===== config.mk =====
export PLATFORM = sky130hd
export DESIGN_NAME = spq_ctrl
export DESIGN_NICKNAME = d
export VERILOG_FILES = /design/src/rtl/core/spq_pkg.sv /design/src/rtl/core/spq_ctrl.sv
export SDC_FILE = /design/constraint.sdc
export NUM_CORES = 1
export LEC_CHECK = 0
export BUFFER_PORTS_ARGS = -buffer_cell sky130_fd_sc_hd__buf_4
export CELL_PAD_IN_SITES_DETAIL_PLACEMENT = 2
export CELL_PAD_IN_SITES_GLOBAL_PLACEMENT = 2
export CORE_ASPECT_RATIO = 1.1
export CORE_MARGIN = 3
export CORE_UTILIZATION = 29
export CTS_CLUSTER_SIZE = 20
export DETAILED_ROUTE_END_ITERATION = 10
export PLACE_DENSITY = 0.77
export SYNTH_ARGS = -nofsm -noshare
export SYNTH_HDL_FRONTEND = slang
export SYNTH_SLANG_ARGS = --single-unit

===== constraint.sdc =====
create_clock -name i_clk -period 3.3 [get_ports i_clk]
set_input_delay 0.66 -clock i_clk [delete_from_list [all_inputs] [get_ports i_clk]]
set_output_delay 0.66 -clock i_clk [all_outputs]
set_load 0.01 [all_outputs]

===== src/rtl/core/spq_pkg.sv =====
// Shared constants, codes and control types for the sorted priority queue.
package spq_pkg;

    localparam int CAPACITY = 32;

    localparam logic [1:0] ACT_INSERT  = 2'd0;
    localparam logic [1:0] ACT_DISPLAY = 2'd1;
    localparam logic [1:0] ACT_SEARCH  = 2'd2;

    typedef enum logic [2:0] {
        ST_INSERTED = 3'd0,
        ST_FULL     = 3'd1,
        ST_EMPTY    = 3'd2,
        ST_FOUND    = 3'd3,
        ST_NOTFOUND = 3'd4,
        ST_LISTED   = 3'd5
    } t_status;

    typedef struct packed {
        logic capture;
        logic insert;
        logic rotate;
    } t_dp_cmd;

    typedef struct packed {
        logic empty;
        logic full;
        logic found;
    } t_dp_stat;

endpackage


===== src/rtl/core/spq_ctrl.sv =====
// Controller of the sorted priority queue: command sequencing and result registers.
module spq_ctrl #(
    parameter int CAPACITY = spq_pkg::CAPACITY,
    localparam int CW = $clog2(CAPACITY + 1)
) (
    input  logic                i_clk,
    input  logic                i_rst_n,
    input  logic                start,
    output logic                busy,
    input  logic [1:0]          i_action,
    output spq_pkg::t_dp_cmd    o_cmd,
    input  spq_pkg::t_dp_stat   i_stat,
    input  logic [CW-1:0]       i_count,
    input  logic signed [31:0]  i_head_value,
    input  logic signed [31:0]  i_head_priority,
    output logic                o_strobe,
    output logic [2:0]          o_status,
    output logic signed [31:0]  o_out_value,
    output logic signed [31:0]  o_out_priority,
    output logic                o_last
);

    typedef enum logic [1:0] {
        S_IDLE,
        S_EXEC,
        S_DISP
    } t_state;

    t_state             r_state;
    logic [1:0]         r_action;
    logic [CW-1:0]      r_left;
    logic               r_strobe;
    logic               r_last;
    spq_pkg::t_status   r_status;
    logic signed [31:0] r_value;
    logic signed [31:0] r_priority;

    always_comb begin
        o_cmd.capture = (r_state == S_IDLE) && start;
        o_cmd.insert  = (r_state == S_EXEC) && (r_action == spq_pkg::ACT_INSERT)
                        && !i_stat.full;
        o_cmd.rotate  = (r_state == S_DISP);
    end

    always_ff @(posedge i_clk) begin
        if (!i_rst_n) begin
            r_state  <= S_IDLE;
            r_strobe <= 1'b0;
            r_last   <= 1'b0;
        end else begin
            unique case (r_state)
                S_IDLE: begin
                    r_strobe <= 1'b0;
                    if (start) begin
                        r_action <= i_action;
                        r_state  <= S_EXEC;
                    end
                end
                S_EXEC: begin
                    r_value    <= '0;
                    r_priority <= '0;
                    r_last     <= 1'b1;
                    unique case (r_action)
                        spq_pkg::ACT_INSERT: begin
                            r_state  <= S_IDLE;
                            r_strobe <= 1'b1;
                            r_status <= i_stat.full ? spq_pkg::ST_FULL : spq_pkg::ST_INSERTED;
                        end
                        spq_pkg::ACT_DISPLAY: begin
                            if (i_stat.empty) begin
                                r_state  <= S_IDLE;
                                r_strobe <= 1'b1;
                                r_status <= spq_pkg::ST_EMPTY;
                            end else begin
                                r_strobe <= 1'b0;
                                r_left   <= i_count;
                                r_state  <= S_DISP;
                            end
                        end
                        spq_pkg::ACT_SEARCH: begin
                            r_state  <= S_IDLE;
                            r_strobe <= 1'b1;
                            if (i_stat.empty) begin
                                r_status <= spq_pkg::ST_EMPTY;
                            end else if (i_stat.found) begin
                                r_status <= spq_pkg::ST_FOUND;
                            end else begin
                                r_status <= spq_pkg::ST_NOTFOUND;
                            end
                        end
                        default: begin
                            r_state  <= S_IDLE;
                            r_strobe <= 1'b0;
                        end
                    endcase
                end
                S_DISP: begin
                    r_strobe   <= 1'b1;
                    r_status   <= spq_pkg::ST_LISTED;
                    r_value    <= i_head_value;
                    r_priority <= i_head_priority;
                    r_last     <= (r_left == CW'(1));
                    r_left     <= r_left - CW'(1);
                    if (r_left == CW'(1)) begin
                        r_state <= S_IDLE;
                    end
                end
                default: begin
                    r_state  <= S_IDLE;
                    r_strobe <= 1'b0;
                end
            endcase
        end
    end

    assign busy           = (r_state != S_IDLE);
    assign o_strobe       = r_strobe;
    assign o_status       = r_status;
    assign o_out_value    = r_value;
    assign o_out_priority = r_priority;
    assign o_last         = r_last;

endmodule


# Yosys cells after proc, flatten, opt, wreduce, memory -nomap -nowiden
# Index checks and enable logic that the tools add are counted.
[totals]
wordCells = 54
reg_bits = 79
out_inout_bits = 73
input_bits = 78
[classes]
n_eq_ne = 11
reduce_logical = 14
mux = 20
add_sub_neg = 1
[ops]
columns = ["cell", "n"]
rows = [
  ["$pmux W32 S2", 2],
  ["$mux W6", 2],
  ["$pmux W6 S2", 1],
  ["$mux W3", 3],
  ["$pmux W3 S3", 1],
  ["$mux W2", 4],
  ["$reduce_and A4 Y1", 2],
  ["$eq A6 B1 Y1 const B", 1],
  ["$pmux W1 S2", 3],
  ["$pmux W2 S3", 1],
  ["$pmux W3 S2", 1],
  ["$sub A6 B1 Y6 const B", 1],
  ["$eq A2 B1 Y1 const B", 2],
  ["$eq A2 B2 Y1 const B", 2],
  ["$logic_not A2 Y1", 2],
  ["$ne A2 B1 Y1 const B", 2],
  ["$ne A2 B2 Y1 const B", 2],
  ["$ne A4 B1 Y1 const B", 1],
  ["$reduce_and A2 Y1", 2],
  ["$reduce_bool A2 Y1", 2],
  ["$logic_and A1 B1 Y1", 3],
  ["$ne A3 B3 Y1 const B", 1],
  ["$reduce_and A3 Y1", 1],
  ["$mux W1", 2],
  ["2 further kinds", 2],
]

# Longest topological paths before layout
[depth]
depth_word = 4
depth_mapped = 6

# Worst setup path before layout
# Ideal clock, no wire load.
[synth_timing]
path_kind = "reg2reg"
from = "reg r_state[0]"
to = "reg r_priority[0] (netlist: o_out_priority[0]) (enable)"
t_arrival_ps = 2047
path_stages_with_launch = 5
setup_slack_ps = 834
n_path_buf = 0
setup_time_ps = 418
cell_sequence = "dfxtp_1 inv_1 ha_1 nand2_1 inv_1"
[synth_between]
elab_chain_cells = 3
elab_cells_between_ends = 4
cone_classes = "eq/ne (2); reduce/logical (2)"
[synth_rtl]
columns = ["element", "line", "text"]
rows = [
  ["start, declared", "spq_ctrl.sv:29", "t_state r_state;"],
  ["start signal, assigned", "spq_ctrl.sv:47", "r_state <= S_IDLE;"],
  ["start signal, assigned", "spq_ctrl.sv:56", "r_state <= S_EXEC;"],
  ["start signal, assigned", "spq_ctrl.sv:65", "r_state <= S_IDLE;"],
  ["$eq A2 B2 Y1 / $eq A2 B1 Y1 (equally long branches)", "spq_ctrl.sv:51", "unique case (r_state)"],
  ["$reduce_bool A2 Y1 (no line) (*)", "-", ""],
  ["$reduce_and A2 Y1 (no line) (*)", "-", ""],
  ["end signal, assigned", "spq_ctrl.sv:101", "r_priority <= i_head_priority;"],
  ["end, declared", "spq_ctrl.sv:36", "logic signed [31:0] r_priority;"],
]
# Mark *: on every way between the ends. The rest lies on a longest branch, timed or not.
# A chain may end at the register's enable or synchronous reset.

==> flow_summary.json <==
{
  "slew_viol_final": 0,
  "cts_buffers": 9,
  "cts_setup_buffers": 0,
  "path_clk_slew_ns": 0.05,
  "hp-start": "r_state[0]",
  "leakage_nw": 2.08,
  "fin_crit_ns": 2.08,
  "cp-start-kind": "flop",
  "antenna_found_initial": 0,
  "p_clk_share_pct": 38.8,
  "reg2reg_to": "o_out_value[27]",
  "initialDrtViolationCount": 91,
  "fin_setup_tns_ns": 0,
  "hold_ws_ns": 0.493,
  "core.rowCount": 39,
  "p_comb_share_pct": 11.7,
  "grt_max_degree": 62,
  "syn_nets": 313,
  "routed_wl_microns": 9580,
  "antenna_left": 0,
  "antennaDiodeCount": 0,
  "grt_pass1_wl_microns": 14800,
  "cts_max_level": 3,
  "slew_headroom_pct": 53.5,
  "drive_gt1_share_pct": 43.8,
  "reg2reg_slack_ns": 1.26,
  "cap_violations": 0,
  "placed_area_sq_mm": 0.00452,
  "yosys_warnings": 0,
  "slowest_stage": "ha_2",
  "r2r_start": "r_state[1]",
  "cts_root_buf": "clkbuf_16",
  "core_area_sq_mm": 0.0106,
  "crit_type": "flop to primary output",
  "rr_worst_depth": 5,
  "grt_pass1_vias": 2505,
  "min_path_cells": 2,
  "min_period_over_period_pct": 63.1,
  "io_pins": 151,
  "netlist_instances": 225,
  "synth_cell_type_count": 24,
  "cts_buffer_depth": 2,
  "p_per_area_mw_per_mm2": 498,
  "cp_top_family": "adder cells",
  "area_growth_pct": 49.1,
  "avgRoutedWirePerCell_microns": 18.2,
  "cts_tree": "yes",
  "io_buffers": 150,
  "clock_skew_ns": 0.00625,
  "hpwl_microns": 7430,
  "synth.ff_latch_count": 79,
  "sequentialPowerShare_pct": 49.5,
  "arrival_ns": 1.42,
  "min_path_type": "flop to flop",
  "max_freq_ghz": 0.480,
  "die_w_microns": 106,
  "vdd_ir_drop_max_mv": 0.261,
  "rsz0062_at_grt": "false",
  "switching_share_pct": 21.7,
  "die_y_microns": 117,
  "ctsHoldBuffers": 0,
  "required_ns": 2.64,
  "clkSinkCount": 79,
  "layout.cells.non_filler": 527,
  "dr.pass1.iters": 4,
  "worstMarginPinSlew_ns": 0.696,
  "hold_end": "r_state[0]",
  "cp_max_fo": 22,
  "syn_area_per_cell_sq_um": 14.3,
  "power.switching_mw": 0.520,
  "cp_cell_sequence": "inv_1 > ha_2 > buf_4",
  "vias_per_cell": 4.36,
  "insertion_delay_ns": 0.33,
  "setup_viol": 0,
  "internal_power_mw": 1.87,
  "final_cell_area_sq_mm": 0.00480,
  "place_congestion": 0.748,
  "netlist_area_sq_mm": 0.00322,
  "max_stage_delay_ns": 0.45,
  "track_usage_pct": 16.0,
  "status": "complete, no violations",
  "fin_nets": 467,
  "start_util_pct": 30.4,
  "worst-path-buf-inv": 2,
  "end_kind": "primary output",
  "grt.overflow.total": 0,
  "place_inst": 511,
  "yosysSeqAreaShare_pct": 72.4,
  "drc": 0,
  "final_util_pct": 45.4,
  "ctsResizeCount": 0,
  "dr_total_vias": 2298,
  "hold_viol": 0,
  "die_area_sq_mm": 0.0124
}
metal layers:
metal	up-vias	GRT usage [%]	wire, microns
met5	-	0	0
met3	11	5.09	913
li1	1081	-	-
met4	0	6.14	153
met1	1097	18.4	3630
met2	109	28.1	4890
worst max-delay path by stage:
stage / startpoint / end / slack (ns) / cells past startpoint
CTS: r_state[0] / o_cmd[0] / 1.19 / 3
finish: r_state[0] / o_cmd[0] / 1.22 / 3
detailed placement: i_rst_n / o_out_value[4] / 1.21 / 4
global placement: i_rst_n / o_out_value[4] / 1.23 / 4
floorplan: r_state[0] / o_out_priority[0] / 0.83 / 4
global route: r_state[1] / o_out_value[4] / 1.09 / 5
state kept, by name (all words and copies together), names as in the netlist:
name	cells
o_out_priority	32
o_out_value	32
r_left	6
o_status	3
r_action	2
r_state	2
o_last	1
o_strobe	1
tightest hold or removal path, cell delays in order (launching register included):
cell     delay (ns)
dfxtp_1        0.32
nand2_1        0.06
mux2i_1        0.06
layout make-up:
class | count | area, sq um
fill | 1073 | 5790
sequential | 79 | 2330
timing repair buffer | 152 | 1150
multi-input combinational | 125 | 812
clock buffer | 15 | 278
tap | 143 | 179
inverter | 12 | 45.0
clock inverter | 1 | 3.75
cells by family (layout without fill, tap and decap cells):
logic type	after synthesis	count (layout)	share of synthesized area [%]
buffers and inverters	21	180	2.45
AND/OR/NAND/NOR	90	90	16.1
multiplexers	2	2	0.622
adder cells (fa/ha/maj)	10	10	3.89
flip-flops	79	79	72.4
XOR/XNOR	4	4	1.09
AO/OA/AOI/OAI	19	19	3.42
Yosys cell counts:
cell type | instances | area share, %
nor2_1 | 10 | 1.2
clkbuf_1 | 9 | 1.0
or2_2 | 1 | 0.19
and2_1 | 64 | 12
o21bai_1 | 1 | 0.23
xnor2_1 | 3 | 0.82
and3_1 | 1 | 0.19
nand2_1 | 7 | 0.82
ha_1 | 10 | 3.9
nand4b_1 | 1 | 0.27
o31a_1 | 1 | 0.27
o21ai_0 | 3 | 0.47
nand2b_1 | 2 | 0.39
inv_1 | 12 | 1.4
a21oi_1 | 11 | 1.7
nor3_1 | 3 | 0.47
edfxtp_1 | 75 | 70
a211o_1 | 1 | 0.27
a21oi_2 | 1 | 0.27
mux2i_1 | 2 | 0.62
or3_1 | 1 | 0.19
a31oi_1 | 1 | 0.19
dfxtp_1 | 4 | 2.5
xor2_1 | 1 | 0.27
per-stage QoR:
stage               worst slack [ns]  power, mW
floorplan                      0.834       1.31
finish                          1.22       2.39
CTS                             1.19       2.44
detailed placement              1.21       1.49
global placement                1.23       1.48
global route                    1.09       2.50
power by group through the flow:
stage | Sequential [mW] | Clock, mW | Combinational (mW)
global route | 1.19 | 1.00 | 0.310
detailed placement | 1.21 | 0 | 0.287
global placement | 1.20 | 0 | 0.277
finish | 1.18 | 0.930 | 0.281
floorplan | 1.23 | 0 | 0.0798
CTS | 1.19 | 0.966 | 0.287
cells in the final DEF, fill, tap and decap left out, drive strengths merged, types with 3 or more instances in the layout:
master | synthesis | routed
nor3 | 3 | 3
nand2 | 7 | 7
ha | 10 | 10
o21ai | 3 | 3
nor2 | 10 | 10
and2 | 64 | 64
inv | 12 | 12
dfxtp | 4 | 4
edfxtp | 75 | 75
a21oi | 12 | 12
buf | 0 | 152
clkbuf | 9 | 15
xnor2 | 3 | 3
Note: power is estimated with default switching activity, not from simulation.
